## src/hdl/tga_pkg.sv

```systemverilog
// ----------------------------------------------------------------------------
// tga_pkg: shared types and constants for the TGA run-length pixel decoder
// Holds the front-to-back command record and the configuration indexes.
// ----------------------------------------------------------------------------
`default_nettype none
package tga_pkg;
   localparam int PALETTE_DEPTH_DEF = 256;

   localparam logic [1:0] CSR_COLOUR_MAPPED = 2'd0;
   localparam logic [1:0] CSR_PIXEL_BYTES   = 2'd1;
   localparam logic [1:0] CSR_ENTRY_BYTES   = 2'd2;
   localparam logic [1:0] CSR_PIXEL_TOTAL   = 2'd3;

   // one finished pixel handed from front to back
   typedef struct packed {
      logic        lookup;     // palette index, resolve in back end
      logic [31:0] word;       // true-colour word or index in low bits
      logic        bad;        // index beyond palette
      logic [7:0]  run;        // run length, before clipping
      logic        alpha_fill; // 3-byte palette entries: force alpha
   } cmd_type;
endpackage
`default_nettype wire

```

## src/hdl/tga_front.sv

```systemverilog
// ----------------------------------------------------------------------------
// tga_front: byte parser
// Writes palette bytes, tracks packet headers, assembles pixels into commands.
// ----------------------------------------------------------------------------
`default_nettype none
module tga_front import tga_pkg::*; #(
   parameter int PALETTE_DEPTH = PALETTE_DEPTH_DEF
) (
   input  wire logic                             clock,
   input  wire logic                             reset,
   input  wire logic                             colour_mapped,
   input  wire logic [2:0]                       pixel_bytes,
   input  wire logic [2:0]                       palette_entry_bytes,
   input  wire logic                             in_valid,
   output logic                                  in_stall,
   input  wire logic                             in_op,
   input  wire logic [7:0]                       in_byte,
   output logic                                  pal_wr_en,
   output logic      [$clog2(PALETTE_DEPTH)-1:0] pal_wr_addr,
   output logic      [31:0]                      pal_wr_data,
   output logic      [3:0]                       pal_wr_be,
   output logic                                  cmd_valid,
   output cmd_type                               cmd,
   input  wire logic                             cmd_full,
   input  wire logic                             image_end
);
   localparam int AW = $clog2(PALETTE_DEPTH);

   logic [AW+2:0] fill_ff, fill_in;   // palette bytes written so far
   logic [AW:0]   q3_ff, q3_in;       // fill_ff / 3, kept alongside
   logic [1:0]    r3_ff, r3_in;       // fill_ff % 3
   logic [AW:0]   entry;
   logic [1:0]    lane;
   logic         hdr_ff, hdr_in;
   logic         isrun_ff, isrun_in;
   logic [7:0]   left_ff, left_in;
   logic [1:0]   cnt_ff, cnt_in;
   logic [31:0]  asm_ff, asm_in;
   logic [31:0]  asm_new;
   logic [2:0]   psize;
   logic         es3, take, done;
   logic [15:0]  idx;

   assign in_stall = cmd_full;
   assign take     = in_valid && !in_stall;
   assign es3      = (palette_entry_bytes == 3'd3);

   always_comb begin
      if (colour_mapped) begin
         psize = (pixel_bytes == 3'd2) ? 3'd2 : 3'd1;
      end else begin
         psize = (pixel_bytes == 3'd4) ? 3'd4 : 3'd3;
      end
   end

   assign asm_new = asm_ff | ({24'd0, in_byte} << {cnt_ff, 3'b000});
   assign done    = take && in_op && !hdr_ff && ({1'b0, cnt_ff} + 3'd1 >= psize);
   assign idx     = (psize == 3'd2) ? asm_new[15:0] : {8'd0, asm_new[7:0]};

   // palette write: entry and byte lane follow the current entry size
   assign entry       = es3 ? q3_ff : fill_ff[AW+2:2];
   assign lane        = es3 ? r3_ff : fill_ff[1:0];
   assign pal_wr_en   = take && !in_op && (entry < (AW+1)'(PALETTE_DEPTH));
   assign pal_wr_addr = entry[AW-1:0];
   assign pal_wr_data = {4{in_byte}};
   assign pal_wr_be   = 4'b0001 << lane;

   always_comb begin
      fill_in = fill_ff;
      q3_in   = q3_ff;
      r3_in   = r3_ff;
      if (pal_wr_en) begin
         fill_in = fill_ff + (AW+3)'(1);
         if (r3_ff == 2'd2) begin
            r3_in = 2'd0;
            q3_in = q3_ff + (AW+1)'(1);
         end else begin
            r3_in = r3_ff + 2'd1;
         end
      end
   end

   always_comb begin
      hdr_in   = hdr_ff;
      isrun_in = isrun_ff;
      left_in  = left_ff;
      cnt_in   = cnt_ff;
      asm_in   = asm_ff;
      if (image_end) begin
         hdr_in = 1'b1; isrun_in = 1'b0; left_in = 8'd0; cnt_in = 2'd0; asm_in = 32'd0;
      end else if (take && in_op) begin
         if (hdr_ff) begin
            hdr_in   = 1'b0;
            isrun_in = in_byte[7];
            left_in  = {1'b0, in_byte[6:0]} + 8'd1;
            cnt_in   = 2'd0;
            asm_in   = 32'd0;
         end else if (!done) begin
            cnt_in = cnt_ff + 2'd1;
            asm_in = asm_new;
         end else begin
            cnt_in = 2'd0;
            asm_in = 32'd0;
            if (isrun_ff) begin
               left_in = 8'd0;
            end else if (left_ff != 8'd0) begin
               left_in = left_ff - 8'd1;
            end
            if (isrun_ff || left_ff <= 8'd1) begin
               hdr_in = 1'b1; isrun_in = 1'b0; left_in = 8'd0;
            end
         end
      end
   end

   always_comb begin
      cmd            = '0;
      cmd.lookup     = colour_mapped && (idx < 16'(PALETTE_DEPTH) || PALETTE_DEPTH > 65535);
      cmd.bad        = colour_mapped && !cmd.lookup;
      cmd.alpha_fill = es3;
      cmd.run        = isrun_ff ? ((left_ff == 8'd0) ? 8'd1 : left_ff) : 8'd1;
      if (!colour_mapped) begin
         cmd.word = (psize == 3'd3) ? (asm_new | 32'hFF00_0000) : asm_new;
      end else if (cmd.lookup) begin
         cmd.word = {16'd0, idx};
      end
   end
   assign cmd_valid = done;

   always_ff @(posedge clock) begin
      if (reset) begin
         fill_ff <= '0; q3_ff <= '0; r3_ff <= '0; hdr_ff <= 1'b1; isrun_ff <= 1'b0;
         left_ff <= '0; cnt_ff <= '0; asm_ff <= '0;
      end else begin
         fill_ff <= fill_in; q3_ff <= q3_in; r3_ff <= r3_in; hdr_ff <= hdr_in;
         isrun_ff <= isrun_in; left_ff <= left_in; cnt_ff <= cnt_in; asm_ff <= asm_in;
      end
   end
endmodule
`default_nettype wire

```

## config.mk

```make
export PLATFORM = sky130hd
export DESIGN_NAME = tga_front
export DESIGN_NICKNAME = d
export VERILOG_FILES = /design/src/hdl/tga_pkg.sv /design/src/hdl/tga_front.sv
export SDC_FILE = /design/constraint.sdc
export NUM_CORES = 1
export LEC_CHECK = 0
export BUFFER_PORTS_ARGS = -buffer_cell sky130_fd_sc_hd__buf_2
export CAP_MARGIN = 30
export CORE_MARGIN = 2
export CORE_UTILIZATION = 47
export CTS_CLUSTER_DIAMETER = 30
export DETAILED_ROUTE_END_ITERATION = 12
export GPL_TIMING_DRIVEN = 1
export PLACE_DENSITY = 0.83
export SLEW_MARGIN = 20
export SYNTH_ARGS = -nofsm -noshare
export SYNTH_HDL_FRONTEND = slang
export SYNTH_SLANG_ARGS = --single-unit
```

## constraint.sdc

```tcl
create_clock -name clock -period 2.6 [get_ports clock]
set_input_delay 0.52 -clock clock [delete_from_list [all_inputs] [get_ports clock]]
set_output_delay 0.52 -clock clock [all_outputs]
set_load 0.02 [all_outputs]
```

==> results.txt <==
Status: finished clean
Final hold vios: 0
DRT Wirelength: 9850 microns
Tightest Hold Check Type: register to register
Pins Over Slew Limit: 0
Fillers: 738
Reg2reg path depth: 8
WHS Endpoint: asm_ff[30]
IO buf count: 110
Sequential area share after synthesis: 0.346
Synth top area share: 0.346
Cell taking the most area after synthesis: dfxtp_1
Final Skew: 10.1 ps
Mapped Nets: 543
Hold buffers post-CTS: 0
Layout cells sized above 1: 0.272
Measured slew at the worst slew-check pin: 590 ps
Skew-Pair Late Insertion Delay: 340 ps
Chip Width: 94.1 microns
Mapped cell area: 0.00381 sq mm
Min-delay src: asm_ff[30]
Reg2Reg Capture Point: left_ff[3]
GR Util met2: 0.365
GR met1 Demand/Resource: 0.294
Max-cap violations: 0
Initial Util: 0.488
Total power: 2.33 mW
Core area: 0.00781 sq mm
Top cells by count, synth: nor2_1 (96), a21oi_1 (85), dfxtp_1 (66)
Most frequent cell after synthesis: nor2_1
PD cells: 514 mW/mm^2
Yosys cell types: 49
First-pass GRT wire length: 15800 microns
Initial antenna violation count: 0
Post-synth EDFFs: 0
Pre-CTS WS: -26.9 ps
WHS Path Cells: 2
Most Crowded Layer GR: met2
Via density per instance: 5.44
Dominant synthesized flop cell: dfxtp_1
Cts bufs inserted: 9
Slew margin rel.: 0.606
IO Pins: 111
Cells after synthesis: 513
Multi-input logic area: 0.00211 sq mm
Worst-path maximum fanout: 10
Final worst slack: 71.1 ps
P_leak: 2.04 nW
Min Tclk post-route: 2530 ps
CTS root buf: clkbuf_8
Chip height: 94.1 microns
DR pass1 iterations: 5
Yosys reg bits: 66
Final Cycle Share: 0.973
CP startpoint kind: primary input
Achievable clock frequency: 395 MHz
Setup bufs post-CTS: 0
RR Startpoint: cnt_ff[0]
CTS Sinks: 66
DR vias: 3794
Routed Antenna Nets: 0
R2R setup slack: 500 ps
Nets: 620
Synth area leaders: dfxtp_1 (35%), a21oi_1 (11%), nor2_1 (9.4%)
Max Root-Sink Buffers: 2
Std-Cell Rows: 32
1st-iter DRT viols: 204
Setup CP Type: primary input to output port
Clk slew on worst S/H paths: 80 ps
Die ar.: 0.00885 sq mm
Post-synth ARST share: 0
CP Data Required Time: 2080 ps
Worst vdd ir: 0.320 mV
Largest net degree at the start of global routing: 35
Average routed wire per standard cell: 14.1 microns
Met3 usage: 0.0329
DRC: 0
GP Congestion: 0.885
Worst EP arrival: 2010 ps
Diode count: 0
Vias in the first global route: 3396
# H-tree levels: 3
Setup violations, final: 0
Ys Warns: 0
Placed wire-length estimate: 7040 microns
Register area: 0.00132 sq mm
Nature of the critical path endpoint: output port
Synthesized area per cell: 7.43 sq um
Total gr overflow: 0
TritonCTS clock tree: built
Overall Global Routing Usage: 0.224
Synth-to-layout area growth: 18.9%
[power by group]
group          switching, mW  internal (mW)  total (mW)
clock network          0.432          0.548       0.979
logic                  0.215          0.109       0.325
registers             0.0109           1.02        1.03
total                  0.658           1.67        2.33
[per-layer routing]
layer | wire, microns | up-vias
met5 | 0 | -
met4 | 155 | 0
met3 | 637 | 12
met2 | 4710 | 140
met1 | 4350 | 1783
li1 | - | 1859
[critical path, stage by stage]
cell     delay (ps)
buf_2           100
or4_1           540
o21ai_1         280
a31oi_4         210
nor2_1          170
buf_2           180
[sequential cells by signal, indices dropped and copies added (netlist names)]
signal and count:
left_ff 8, q3_ff 9, isrun_ff 1, hdr_ff 1
r3_ff 2, cnt_ff 2, asm_ff 32, fill_ff 11
[layout make-up]
| type | instances | area share |
|---|---|---|
| Sequential cell | 66 | 0.292 |
| Clock inverter | 7 | 0.0226 |
| Tap cell | 102 | 0.0281 |
| Multi-Input combinational cell | 373 | 0.464 |
| Timing Repair Buffer | 130 | 0.157 |
| Inverter | 10 | 0.00828 |
| Clock buffer | 9 | 0.0273 |
[repair_timing]
action | in CTS | in global routing
resized for setup | 3 | 3
setup endpoints to repair | 1 | 4
cloned | 0 | 0
hold endpoints to repair | 0 | 0
[kinds of logic after synthesis]
kind of cell             Yosys count  share of synthesized area
buffers and inverters             74                      0.111
AND/OR/NAND/NOR                  217                      0.268
XOR/XNOR                          23                     0.0528
AO/OA/AOI/OAI                    120                      0.181
adder cells (fa/ha/maj)            9                     0.0295
multiplexers                       4                     0.0108
flip-flops                        66                      0.346
[how the worst max path moves through the flow]
stage | slack, ps | startpoint | end
after global placement | 2 | pixel_bytes[1] | cmd_valid
after global routing | -10 | in_byte[6] | cmd[16]
after detailed placement | -30 | pixel_bytes[0] | cmd_valid
after CTS | 60 | pixel_bytes[0] | cmd_valid
after floorplan | 20 | colour_mapped | cmd_valid
final | 70 | in_byte[4] | cmd[16]
[per-stage QoR]
| stage | TNS [ps] | utilization | area, sq um | std cells | hold slack, ps |
|---|---|---|---|---|---|
| after floorplan | 0 | - | 3830 | 513 | 438 |
| after global placement | 0 | 0.549 | 4280 | 681 | 449 |
| after detailed placement | -45.1 | 0.549 | 4280 | 681 | 456 |
| after CTS | 0 | 0.579 | 4520 | 697 | 475 |
| after global routing | -15.5 | 0.581 | 4530 | 697 | 504 |
| final | 0 | 0.581 | 4530 | 697 | 474 |
[cell usage in the layout (no fill, tap or decap), types with 10 or more instances in the layout]
cell / count
a21oi_1: 85
nand3_1: 15
dfxtp_1: 64
inv_1: 10
o21ai_0: 13
xor2_1: 20
and2_1: 12
buf_4: 19
nand2_1: 45
buf_2: 110
nor2_1: 95
Power figures use the tool's default switching activity.
