`src/hdl/tga_pkg.sv`:
```
// ----------------------------------------------------------------------------
// tga_pkg: shared types and constants for the TGA run-length pixel decoder
// Holds the front-to-back command record and the configuration indexes.
// ----------------------------------------------------------------------------
`default_nettype none
package tga_pkg;
   localparam int PALETTE_DEPTH_DEF = 256;

   localparam logic [1:0] CSR_COLOUR_MAPPED = 2'd0;
   localparam logic [1:0] CSR_PIXEL_BYTES   = 2'd1;
   localparam logic [1:0] CSR_ENTRY_BYTES   = 2'd2;
   localparam logic [1:0] CSR_PIXEL_TOTAL   = 2'd3;

   // one finished pixel handed from front to back
   typedef struct packed {
      logic        lookup;     // palette index, resolve in back end
      logic [31:0] word;       // true-colour word or index in low bits
      logic        bad;        // index beyond palette
      logic [7:0]  run;        // run length, before clipping
      logic        alpha_fill; // 3-byte palette entries: force alpha
   } cmd_type;
endpackage
`default_nettype wire

```
`src/hdl/tga_back.sv`:
```
// ----------------------------------------------------------------------------
// tga_back: pixel finisher
// Resolves palette lookups, clips runs at the pixel total, drives the output.
// ----------------------------------------------------------------------------
`default_nettype none
module tga_back import tga_pkg::*; (
   input  wire logic        clock,
   input  wire logic        reset,
   input  wire logic [31:0] pixel_total,
   input  wire logic        cmd_valid,
   input  wire cmd_type     cmd,
   input  wire logic [31:0] pal_rd_data,
   output logic             cmd_full,
   output logic             out_valid,
   input  wire logic        out_stall,
   output logic [31:0]      out_word,
   output logic [7:0]       out_run,
   output logic             out_last,
   output logic             out_bad,
   output logic             image_end
);
   logic [31:0] emitted_ff, emitted_in;
   logic [31:0] total, remaining;
   logic [7:0]  run;
   logic        last;
   logic        s1_ff, s1_look_ff, s1_fill_ff, s1_bad_ff;
   logic [31:0] s1_word_ff;
   logic [7:0]  s1_run_ff;
   logic        s1_last_ff;
   logic [31:0] word;
   logic [31:0] q_word_ff [2];
   logic [7:0]  q_run_ff  [2];
   logic        q_last_ff [2];
   logic        q_bad_ff  [2];
   logic        wr_ptr_ff, rd_ptr_ff;
   logic [1:0]  count_ff;
   logic        pop;
   logic [2:0]  level;

   assign total     = (pixel_total == 32'd0) ? 32'd1 : pixel_total;
   assign remaining = (emitted_ff < total) ? (total - emitted_ff) : 32'd1;
   assign run       = ({24'd0, cmd.run} > remaining) ? remaining[7:0] : cmd.run;
   assign last      = ({24'd0, cmd.run} >= remaining);
   assign image_end = cmd_valid && last;

   always_comb begin
      emitted_in = emitted_ff;
      if (cmd_valid) begin
         emitted_in = last ? 32'd0 : emitted_ff + {24'd0, run};
      end
   end

   always_comb begin
      if (!s1_look_ff) begin
         word = s1_word_ff;
      end else if (s1_fill_ff) begin
         word = {8'hFF, pal_rd_data[23:0]};
      end else begin
         word = pal_rd_data;
      end
   end

   // two-entry result queue; level is its occupancy after this edge.
   // A new pixel may enter s1 only if the queue keeps a free slot for it.
   assign pop      = (count_ff != 2'd0) && !out_stall;
   assign level    = {1'b0, count_ff} + {2'd0, s1_ff} - {2'd0, pop};
   assign cmd_full = (level >= 3'd2);

   always_ff @(posedge clock) begin
      if (reset) begin
         emitted_ff <= '0; s1_ff <= 1'b0; count_ff <= '0;
         wr_ptr_ff  <= 1'b0; rd_ptr_ff <= 1'b0;
      end else begin
         emitted_ff <= emitted_in;
         s1_ff      <= cmd_valid;
         count_ff   <= level[1:0];
         if (s1_ff) begin
            wr_ptr_ff <= !wr_ptr_ff;
         end
         if (pop) begin
            rd_ptr_ff <= !rd_ptr_ff;
         end
      end
      if (cmd_valid) begin
         s1_look_ff <= cmd.lookup; s1_fill_ff <= cmd.alpha_fill; s1_bad_ff <= cmd.bad;
         s1_word_ff <= cmd.word; s1_run_ff <= run; s1_last_ff <= last;
      end
      if (s1_ff) begin
         q_word_ff[wr_ptr_ff] <= word;       q_run_ff[wr_ptr_ff] <= s1_run_ff;
         q_last_ff[wr_ptr_ff] <= s1_last_ff; q_bad_ff[wr_ptr_ff] <= s1_bad_ff;
      end
   end

   assign out_valid = (count_ff != 2'd0);
   assign out_word  = q_word_ff[rd_ptr_ff];
   assign out_run   = q_run_ff[rd_ptr_ff];
   assign out_last  = q_last_ff[rd_ptr_ff];
   assign out_bad   = q_bad_ff[rd_ptr_ff];

`ifndef SYNTHESIS
   a_run_nonzero: assert property (@(posedge clock) disable iff (reset)
      out_valid |-> out_run != 8'd0) else $error("zero run length");
   a_last_clears: assert property (@(posedge clock) disable iff (reset)
      image_end |=> emitted_ff == 32'd0) else $error("count not cleared");
   a_bad_word: assert property (@(posedge clock) disable iff (reset)
      (out_valid && out_bad) |-> out_word == 32'd0) else $error("bad index word not zero");
   a_no_overflow: assert property (@(posedge clock) disable iff (reset)
      s1_ff |-> count_ff != 2'd2) else $error("result queue overflow");
   a_hold: assert property (@(posedge clock) disable iff (reset)
      (out_valid && out_stall) |=> out_valid && $stable(out_word) && $stable(out_run))
      else $error("stalled beat changed");
`endif
endmodule
`default_nettype wire

```
`config.mk`:
```
export PLATFORM = sky130hd
export DESIGN_NAME = tga_back
export DESIGN_NICKNAME = d
export VERILOG_FILES = /design/src/hdl/tga_pkg.sv /design/src/hdl/tga_back.sv
export SDC_FILE = /design/constraint.sdc
export NUM_CORES = 1
export LEC_CHECK = 0
export ABC_AREA = 0
export BUFFER_PORTS_ARGS = -buffer_cell sky130_fd_sc_hd__buf_2
export CAP_MARGIN = 30
export CORE_MARGIN = 8
export CORE_UTILIZATION = 63
export CTS_BUF_LIST = sky130_fd_sc_hd__clkbuf_4 sky130_fd_sc_hd__clkbuf_8
export DETAILED_ROUTE_END_ITERATION = 8
export PLACE_DENSITY = 0.88
export SLEW_MARGIN = 10
export SYNTH_ARGS = -nofsm -noshare
export SYNTH_HDL_FRONTEND = slang
export SYNTH_SLANG_ARGS = --single-unit
```
`constraint.sdc`:
```
create_clock -name clock -period 12.7 [get_ports clock]
set_input_delay 1.27 -clock clock [delete_from_list [all_inputs] [get_ports clock]]
set_output_delay 1.27 -clock clock [all_outputs]
set_load 0.01 [all_outputs]
```
==> results of run 1 <==
cell type report:
class                      count  area, um^2  share of cell area, %
sequential                   166        4610                   43.5
multi-input combinational    574        4290                   40.6
timing repair buffer         162         865                   8.17
clock buffer                  19         249                   2.35
tap                          184         230                   2.18
inverter                      49         184                   1.74
clock inverter                13         158                   1.49
state kept, by name (all words and copies together) (netlist names), named ones only:
signal / flops
emitted_ff: 32
rd_ptr_ff: 1
wr_ptr_ff: 1
s1_run_ff: 8
s1_word_ff: 32
q_word_ff: 64
q_bad_ff: 2
q_run_ff: 16
s1_fill_ff: 1
q_last_ff: 2
s1_look_ff: 1
s1_ff: 1
s1_bad_ff: 1
s1_last_ff: 1
count_ff: 2
cells by family after synthesis:
logic type / Yosys count / share of synthesized area, %
AO/OA/AOI/OAI: 162 / 12.0
XOR/XNOR: 55 / 5.16
adder cells (fa/ha/maj): 55 / 7.61
buffers and inverters: 112 / 4.79
flip-flops: 166 / 49.3
multiplexers: 79 / 9.48
AND/OR/NAND/NOR: 223 / 11.7
through the flow:
| step | power [mW] | cell area, um^2 |
|---|---|---|
| final | 1.49 | 10600 |
| after global routing | 1.56 | 10600 |
| after CTS | 1.49 | 10600 |
| after detailed placement | 1.12 | 10200 |
| after global placement | 1.09 | 10100 |
| after floorplan | 0.968 | 9330 |
cell usage in the layout, fill, tap and decap left out, types with 3 or more instances in the layout:
cell and n:
inv_1 49, xor2_1 16, fa_1 3, mux2_2 67
ha_1 52, and3_1 6, a21oi_1 44, clkbuf_8 17
o21a_1 5, nand3_1 21, o21ai_0 23, a21o_1 14
nor2_1 30, buf_4 4, buf_2 155, o21ai_1 4
o221ai_1 3, o22a_1 8, clkinv_4 4, o32ai_1 7
nand4_1 20, a211oi_1 5, nor4_1 14, nand2_1 74
nor2b_1 6, a31oi_1 5, a21oi_2 5, dfxtp_1 37
mux2i_1 10, nand2b_1 6, o211ai_1 10, nor3_1 31
a2111oi_0 3, xnor2_1 39, nor3b_1 3, bufinv_16 3
edfxtp_1 128
per-layer routing:
metal / GRT usage, % / vias to the layer above / wire length (um) / share of wire (%)
li1: - / 3359 / - / -
met1: 30.6 / 3357 / 9810 / 42
met2: 42.1 / 294 / 11500 / 49
met3: 4.70 / 37 / 1750 / 7.4
met4: 8.36 / 2 / 503 / 2.1
met5: 0 / - / 13 / 0.055
power breakdown:
| part | switching, mW | internal, mW | leakage, nW |
|---|---|---|---|
| registers | 0.0316 | 0.630 | 1.51 |
| clock network | 0.179 | 0.198 | 0.202 |
| logic | 0.248 | 0.204 | 2.37 |
worst max-delay path by stage:
stage / slack, ps / start / end
2_1_floorplan: 5120 / pixel_total[27] / emitted_ff[28]$_SDFFE_PP0P_
3_3_place_gp: 3940 / pixel_total[18] / emitted_ff[28]$_SDFFE_PP0P_
3_5_place_dp: 3640 / pixel_total[18] / emitted_ff[20]$_SDFFE_PP0P_
4_1_cts: 4120 / pixel_total[18] / emitted_ff[20]$_SDFFE_PP0P_
5_1_grt: 3270 / pixel_total[27] / emitted_ff[28]$_SDFFE_PP0P_
6_report: 3990 / pixel_total[27] / emitted_ff[20]$_SDFFE_PP0P_
==> impl_metrics.csv, run 1 <==
group,metric,value,unit
status,status,"finished, final reports clean",
placed_design,dp.cells,1135,
floorplanning,start_util,64.2,%
clock_network,cts_sinks,166,
floorplanning,core-area,0.0145,mm^2
yosys,synth_edf_count,128,
routing,via_per_inst,6.04,
yosys,ys_top_cells_by_count,"128 x edfxtp_1, 74 x nand2_1, 67 x mux2_2",
hold_path,holdCritStartpoint,"s1_run_ff[2]$_DFFE_PP_",
placed_design,gp_congestion,0.977,
routing,drt-wirelength-per-cell,20.2,um
sta,rsz0062_at_grt,"false",
sta,hold_violations,0,
final_layout,drive_gt1_share,28.6,%
yosys,syn_area,0.00933,mm^2
clock_network,cts_buffer_depth,2,
global_route,grt-ovfl-total,0,
sta,worst_pin_slew,716,ps
routing,ant_nets,0,
yosys,ys_ff_latch,166,
setup_path,r2r_cells,31,
setup_path,cp-end-kind,"flop",
floorplanning,ios,156,
global_route,grt_max_degree,56,
sta,clock_skew,12.6,ps
sta,setup_tns,0,ps
job,max_cap_viol_count,0,
routing,num_vias,7049,
final_layout,postLayoutCoreUtil,72.8,%
floorplanning,die_w,138,um
yosys,synth_top_cells_by_area,"edfxtp_1 41%, dfxtp_1 8.2%, mux2_2 8.1%",
placed_design,io_buffers,155,
yosys,synth_warnings,0,
yosys,synth_most_common_cell,"edfxtp_1",
setup_path,cp_top_family,"simple AND/OR/NAND/NOR gates",
clock_network,post-cts-setup-buffers,0,
sta,period_needed,8710,ps
clock_network,cts-hold-fix-buffers,0,
pwr,vdd_drop_max,0.0907,mV
yosys,syn_nets,1018,
floorplanning,fp.dieH,138,um
floorplanning,die-area,0.0190,mm^2
setup_path,slowest_delay,780,ps
yosys,synth_top_area_cell,"edfxtp_1",
final_layout,syn_to_final_growth,13.4,%
floorplanning,num_rows,44,
setup_path,start_kind,"primary input",
clock_network,worstSkewPairLatency,440,ps
yosys,ys_types,64,
clock_network,cts_buffers,17,
pwr,p_leak,4.08,nW
yosys,async_flop_share,0,%
hold_path,holdPathStages,0,
final_layout,fillers,1012,
clock_network,htree_levels,4,
setup_path,cp.arrival,9070,ps
sta,setup-violations-final,0,
global_route,track_usage,24.6,%
clock_network,clockRootBuffer,"clkbuf_8",
final_layout,fin_nets,1136,
setup_path,reg2reg_to,"emitted_ff[20]$_SDFFE_PP0P_",
global_route,grt_pass1_wl,36.1,mm
setup_path,ff2ff_setup_slack,4950,ps
yosys,syn_inst,852,
routing,drt_iter0_drc,446,
setup_path,cp_slowest_cell,"or4_1",
hold_path,min_to,"q_run_ff[1][2]$_DFFE_PP_",
sta,fmax,0.115,GHz
routing,routed_wl,23.5,mm
sta,fin_crit_sh,68.6,%
pwr,power_density,141,mW/mm^2
yosys,ys_seq_area_share,49.3,%
routing,dr.pass1.iters,5,
sta,whs,460,ps
global_route,antenna_found_initial,1,
sta,fin_ws,3990,ps
hold_path,hold_class,"flop to flop",
clock_network,clk_pin_slew,90,ps
yosys,synth-main-ff-cell,"edfxtp_1",
placed_design,dp_slack,3640,ps
setup_path,worstPathMaxFanout,11,
clock_network,cts_tree,"built",
global_route,grt_pass1_vias,6984,
setup_path,reg2reg_from,"emitted_ff[18]$_SDFFE_PP0P_",
final_layout,layoutNonFillerInstCount,1167,
yosys,postSynthAreaPerCell,11.0,um^2
setup_path,path_depth,37,
setup_path,crit_buf_inv,3,
sta,slew_violations,0,
sta,maxSlewHeadroom,52.3,%
final_layout,n_antenna_cell,0,
clock_network,post_cts_resized,0,
setup_path,criticalPathCategory,"primary input to flop",
setup_path,crit_required,13060,ps
yosys,synth.top_cell.area_share,41.2,%
placed_design,dp_hpwl,18.0,mm
routing,drc,0,
No activity file was read; power rests on OpenSTA's default activity.
==> run 2: changes to the inputs <==
Settings changed: CORE_UTILIZATION 63 to 59, PLACE_DENSITY 0.88 to 0.83.
Clock period 12.7 ns to 8.3 ns, I/O delays scaled along.
==> run 2 against run 1 <==
  * Count of clock-buffer cells in the layout shrank 1
  * Combinational power grew 52%
  * Sequential share of layout area down 0.30 points
  * Power increased by 54%
  * Critical path depth did not move
  * Register-to-register slack got worse by 4000 ps
  * Sequential power up 51%
  * Cell area grew 0.70%
  * Sequential cell count unchanged
  * Final cell count increased by 3.0%
  * Critical path type unchanged
  * Largest cell class unchanged
  * Largest power group unchanged
  * Highest routed layer unchanged
==> impl_metrics.csv, run 2 (synthesis gave the netlist of run 1 again) <==
group,metric,value,unit
sta,hold_violations,0,
sta,setup_tns,0,ps
routing,ant_nets,0,
clock_network,htree_levels,4,
setup_path,start_kind,"primary input",
final_layout,postLayoutCoreUtil,68.1,%
placed_design,gp_congestion,0.949,
floorplanning,start_util,59.6,%
hold_path,hold_class,"flop to flop",
routing,routed_wl,22.8,mm
routing,drt_iter0_drc,466,
routing,num_vias,7067,
clock_network,clk_pin_slew,80,ps
routing,via_per_inst,5.88,
floorplanning,fp.dieH,142,um
hold_path,min_to,"q_run_ff[0][4]$_DFFE_PP_",
final_layout,layoutNonFillerInstCount,1202,
clock_network,cts_sinks,166,
placed_design,dp.cells,1170,
sta,setup-violations-final,0,
setup_path,reg2reg_to,"emitted_ff[28]$_SDFFE_PP0P_",
floorplanning,core-area,0.0157,mm^2
routing,drt-wirelength-per-cell,18.9,um
final_layout,top_regs,"q_word_ff (64), emitted_ff (32), s1_word_ff (32)",
sta,period_needed,7800,ps
placed_design,io_buffers,155,
sta,fin_ws,504,ps
floorplanning,die_w,142,um
setup_path,reg2reg_from,"emitted_ff[14]$_SDFFE_PP0P_",
global_route,grt_max_degree,56,
sta,fmax,0.128,GHz
clock_network,cts_buffer_depth,2,
pwr,p_leak,4.11,nW
global_route,grt_pass1_wl,35.9,mm
setup_path,r2r_cells,31,
global_route,grt_pass1_vias,6917,
setup_path,crit_required,8640,ps
final_layout,drive_gt1_share,29.0,%
final_layout,layout_common_cells,"155 x buf_2, 128 x edfxtp_1, 74 x nand2_1",
clock_network,worstSkewPairLatency,440,ps
floorplanning,ios,156,
hold_path,holdPathStages,0,
setup_path,ff2ff_setup_slack,930,ps
pwr,vdd_drop_max,0.138,mV
final_layout,fin_nets,1139,
placed_design,dp_hpwl,17.6,mm
setup_path,cp.arrival,8140,ps
setup_path,cp_slowest_cell,"or4_1",
placed_design,dp_slack,180,ps
global_route,antenna_found_initial,1,
sta,maxSlewHeadroom,52.7,%
setup_path,criticalPathCategory,"primary input to flop",
final_layout,top_register,"q_word_ff",
setup_path,worstPathMaxFanout,11,
floorplanning,die-area,0.0201,mm^2
global_route,grt-ovfl-total,0,
pwr,power_density,216,mW/mm^2
sta,fin_crit_sh,93.9,%
clock_network,cts_tree,"built",
final_layout,n_antenna_cell,0,
sta,worst_pin_slew,692,ps
clock_network,cts-hold-fix-buffers,0,
sta,whs,454,ps
routing,drc,0,
job,max_cap_viol_count,0,
sta,clock_skew,16.7,ps
setup_path,cp-end-kind,"flop",
clock_network,clockRootBuffer,"clkbuf_8",
final_layout,final_common_cell,"buf_2",
routing,dr.pass1.iters,5,
global_route,track_usage,22.7,%
clock_network,cts_buffers,17,
setup_path,slowest_delay,620,ps
sta,slew_violations,0,
clock_network,post_cts_resized,0,
sta,rsz0062_at_grt,"false",
clock_network,post-cts-setup-buffers,0,
final_layout,largest_reg_flops,64,
hold_path,holdCritStartpoint,"s1_run_ff[4]$_DFFE_PP_",
final_layout,syn_to_final_growth,14.2,%
floorplanning,num_rows,46,
status,status,"finished, final reports clean",
run 2: where the power goes:
part | switching (mW) | internal (mW) | total (mW)
Clock | 0.297 | 0.311 | 0.608
Combinational | 0.380 | 0.306 | 0.686
Sequential | 0.0412 | 0.963 | 1.00
Total | 0.719 | 1.58 | 2.30
run 2: area by class of cell:
type,instances,area (um^2)
multi-input cells,574,4290
flip-flops and latches,166,4610
clock inverters,14,188
inverters,49,184
well taps,216,270
fillers,1232,5000
repair buffers,165,876
clock buffers,18,241
run 2: critical path: cells and delay by family:
kind	cells	cell delay, ps
fa+ha+maj	4	1140
xor+xnor	1	140
compound gates	14	2530
simple gates	13	2610
buf+inv	4	570
mux	1	310
run 2: worst max path at each step:
| stage | startpoint | end | depth (start not counted) |
|---|---|---|---|
| 6_report | pixel_total[26] | emitted_ff[28]$_SDFFE_PP0P_ | 37 |
| 5_1_grt | pixel_total[26] | emitted_ff[28]$_SDFFE_PP0P_ | 39 |
| 2_1_floorplan | pixel_total[27] | emitted_ff[28]$_SDFFE_PP0P_ | 39 |
| 4_1_cts | pixel_total[26] | emitted_ff[28]$_SDFFE_PP0P_ | 37 |
| 3_3_place_gp | pixel_total[26] | emitted_ff[28]$_SDFFE_PP0P_ | 37 |
| 3_5_place_dp | pixel_total[26] | emitted_ff[28]$_SDFFE_PP0P_ | 37 |
run 2: per-stage QoR:
step	total power, mW	cell area [um^2]
global placement	1.68	10200
global route	2.41	10700
CTS	2.31	10700
finish	2.30	10700
detailed placement	1.70	10200
floorplan	1.48	9330
run 2: metal layers:
| layer | wire length (um) | vias up | GRT usage (%) |
|---|---|---|---|
| li1 | - | 3371 | - |
| met5 | 13 | - | 0 |
| met3 | 1610 | 36 | 4.54 |
| met1 | 9740 | 3369 | 28.9 |
| met2 | 10800 | 289 | 37.8 |
| met4 | 553 | 2 | 8.14 |
==> run 3: changes to the inputs <==
Settings changed: ABC_AREA 0 to 1, CORE_UTILIZATION 59 to 60, PLACE_DENSITY 0.83 to 0.84.
==> run 3 against run 2 <==
  * Sequential share of layout area is 3.5 points lower
  * Worst setup slack better by 810 ps
  * Utilization is 1.9 points higher
  * Power is 0.42% lower
  * Die area is 6.4% higher
  * Non-clock buffer count is 4 lower
==> impl_metrics.csv, run 3 <==
group,metric,value,unit
status,status,"finished, final reports clean",
clock_network,htree_levels,4,
global_route,grt_pass1_vias,8669,
final_layout,postLayoutCoreUtil,70.0,%
routing,ant_nets,0,
yosys,synth_top_cells_by_area,"edfxtp_1 38%, nand2_1 16%, dfxtp_1 7.5%",
yosys,synth-compound-area-share,3.58,%
floorplanning,die_w,146,um
final_layout,top_register,"q_word_ff",
yosys,ys_seq_area_share,45.2,%
global_route,grt_pass1_wl,43.1,mm
yosys,synth-adder-area-share,6.98,%
hold_path,holdPathStages,1,
placed_design,io_buffers,155,
setup_path,crit_top_cell,"nand2_1",
placed_design,dp_slack,886,ps
final_layout,syn_to_final_growth,14.0,%
floorplanning,fp.dieH,146,um
yosys,ys_types,37,
sta,rsz0062_at_grt,"false",
placed_design,gp_congestion,0.956,
yosys,synth.top_cell.area_share,37.8,%
final_layout,drive_gt1_share,19.8,%
yosys,synth_edf_count,128,
floorplanning,core-area,0.0166,mm^2
routing,drt-wirelength-per-cell,16.3,um
routing,via_per_inst,5.24,
setup_path,cp.arrival,7310,ps
sta,period_needed,6990,ps
yosys,syn_inst,1268,
routing,routed_wl,26.7,mm
hold_path,hold_class,"flop to flop",
sta,hold_violations,0,
global_route,antenna_found_initial,0,
routing,num_vias,8565,
sta,fin_ws,1310,ps
yosys,synth-main-ff-cell,"edfxtp_1",
clock_network,cts_buffers,17,
yosys,syn_nets,1434,
yosys,yosys.area_share.simple,27.6,%
final_layout,final_common_cell,"nand2_1",
sta,fmax,0.143,GHz
final_layout,layout_common_cells,"441 x nand2_1, 193 x inv_1, 155 x buf_2",
yosys,syn_area,0.0102,mm^2
pwr,vdd_drop_max,0.124,mV
clock_network,post_cts_resized,0,
final_layout,top_regs,"q_word_ff (64), emitted_ff (32), s1_word_ff (32)",
setup_path,r2r_cells,35,
global_route,grt-ovfl-total,0,
final_layout,largest_reg_flops,64,
yosys,synth_top_family_by_area,"simple AND/OR/NAND/NOR gates",
clock_network,cts_sinks,166,
floorplanning,start_util,61.4,%
setup_path,worstPathMaxFanout,10,
clock_network,post-cts-setup-buffers,0,
global_route,track_usage,24.9,%
setup_path,crit_required,8620,ps
pwr,power_density,197,mW/mm^2
yosys,synth_top_area_cell,"edfxtp_1",
routing,dr.pass1.iters,5,
setup_path,reg2reg_from,"emitted_ff[22]$_SDFFE_PP0P_",
setup_path,cp_slowest_cell,"nor4_1",
setup_path,cp-end-kind,"flop",
yosys,synthXorXnorAreaFrac,2.75,%
sta,worst_pin_slew,745,ps
clock_network,worstSkewPairLatency,430,ps
floorplanning,num_rows,47,
setup_path,ff2ff_setup_slack,2100,ps
hold_path,holdCritStartpoint,"rd_ptr_ff$_SDFFE_PP0P_",
yosys,postSynthAreaPerCell,8.03,um^2
final_layout,fin_nets,1567,
sta,maxSlewHeadroom,50.3,%
floorplanning,ios,156,
setup_path,start_kind,"primary input",
yosys,synth.area.mux_share,4.65,%
setup_path,slowest_delay,460,ps
final_layout,n_antenna_cell,0,
clock_network,cts_buffer_depth,2,
placed_design,dp_hpwl,20.6,mm
sta,clock_skew,11.6,ps
sta,setup_tns,0,ps
pwr,total_power,2.29,mW
yosys,synth_most_common_cell,"nand2_1",
sta,fin_crit_sh,84.2,%
global_route,grt_max_degree,55,
routing,drt_iter0_drc,577,
yosys,ys_top_cells_by_count,"441 x nand2_1, 194 x inv_1, 128 x edfxtp_1",
clock_network,cts-hold-fix-buffers,0,
sta,slew_violations,0,
clock_network,clockRootBuffer,"clkbuf_8",
sta,setup-violations-final,0,
yosys,async_flop_share,0,%
yosys,synth_warnings,0,
pwr,p_leak,5.54,nW
sta,whs,453,ps
floorplanning,die-area,0.0214,mm^2
yosys,ys_ff_latch,166,
setup_path,criticalPathCategory,"primary input to flop",
clock_network,clk_pin_slew,80,ps
routing,drc,0,
job,max_cap_viol_count,0,
clock_network,cts_tree,"built",
setup_path,reg2reg_to,"emitted_ff[22]$_SDFFE_PP0P_",
==> run 3: changes by cell type in the layout (fill, tap and decap cells not counted), sizes merged, moves of 8 or more <==
| cell | delta |
|---|---|
| a21o | -11 |
| nor3 | -12 |
| a21oi | -19 |
| o22a | -8 |
| mux2i | -10 |
| inv | +140 |
| nand3 | +25 |
| nand2 | +375 |
| xnor2 | -27 |
| o211ai | -8 |
| nor2 | +75 |
| mux2 | -27 |
==> run 3: how the worst max path moves through the flow <==
stage                         startpoint                           to  slack (ps)  depth (start not counted)
after floorplan           pixel_total[8]  emitted_ff[18]$_SDFFE_PP0P_        2110                         41
after global placement    pixel_total[2]  emitted_ff[30]$_SDFFE_PP0P_        1190                         45
after detailed placement  pixel_total[2]  emitted_ff[30]$_SDFFE_PP0P_         890                         46
after CTS                 pixel_total[2]  emitted_ff[30]$_SDFFE_PP0P_        1340                         46
after global routing      pixel_total[2]  emitted_ff[30]$_SDFFE_PP0P_         590                         46
final                     pixel_total[2]  emitted_ff[22]$_SDFFE_PP0P_        1310                         43
==> run 3: area by class of cell <==
type                       instances  area, um^2
tap                              220         275
clock buffer                      20         256
timing repair buffer             161         861
inverter                         196         736
sequential                       166        4610
multi-input combinational        859        4650
clock inverter                    12         226
fill                            1331        4980
==> run 3: per-layer routing <==
layer / global-route usage [%] / routed length (um) / vias to the layer above
met5: 0 / 0 / -
met4: 6.75 / 432 / 0
met3: 5.01 / 1790 / 35
met2: 44.3 / 13300 / 308
met1: 30.0 / 11200 / 3924
li1: - / - / 4298
==> run 3: kinds of logic after synthesis <==
| logic type | after synthesis |
|---|---|
| simple gates | 665 |
| buf+inv | 243 |
| flops | 166 |
| compound gates | 65 |
| fa+ha+maj | 55 |
| mux | 42 |
| xor+xnor | 32 |
==> run 3: worst max-delay path: cells and delay by family <==
kind | cells | cell delay (ps)
simple gates | 26 | 3090
compound gates | 7 | 1460
fa+ha+maj | 5 | 1300
xor+xnor | 1 | 230
buf+inv | 4 | 380
==> run 3: where the power goes <==
| part | switching [mW] | total [mW] | internal (mW) |
|---|---|---|---|
| clock | 0.282 | 0.682 | 0.401 |
| sequential | 0.0363 | 0.990 | 0.954 |
| combinational | 0.364 | 0.616 | 0.252 |
| total | 0.682 | 2.29 | 1.61 |
==> run 3: per-stage QoR <==
stage                     cells  cell area (um^2)
after floorplan            1268             10200
after global placement     1600             11100
after detailed placement   1602             11100
after CTS                  1634             11600
after global routing       1634             11600
final                      1634             11600
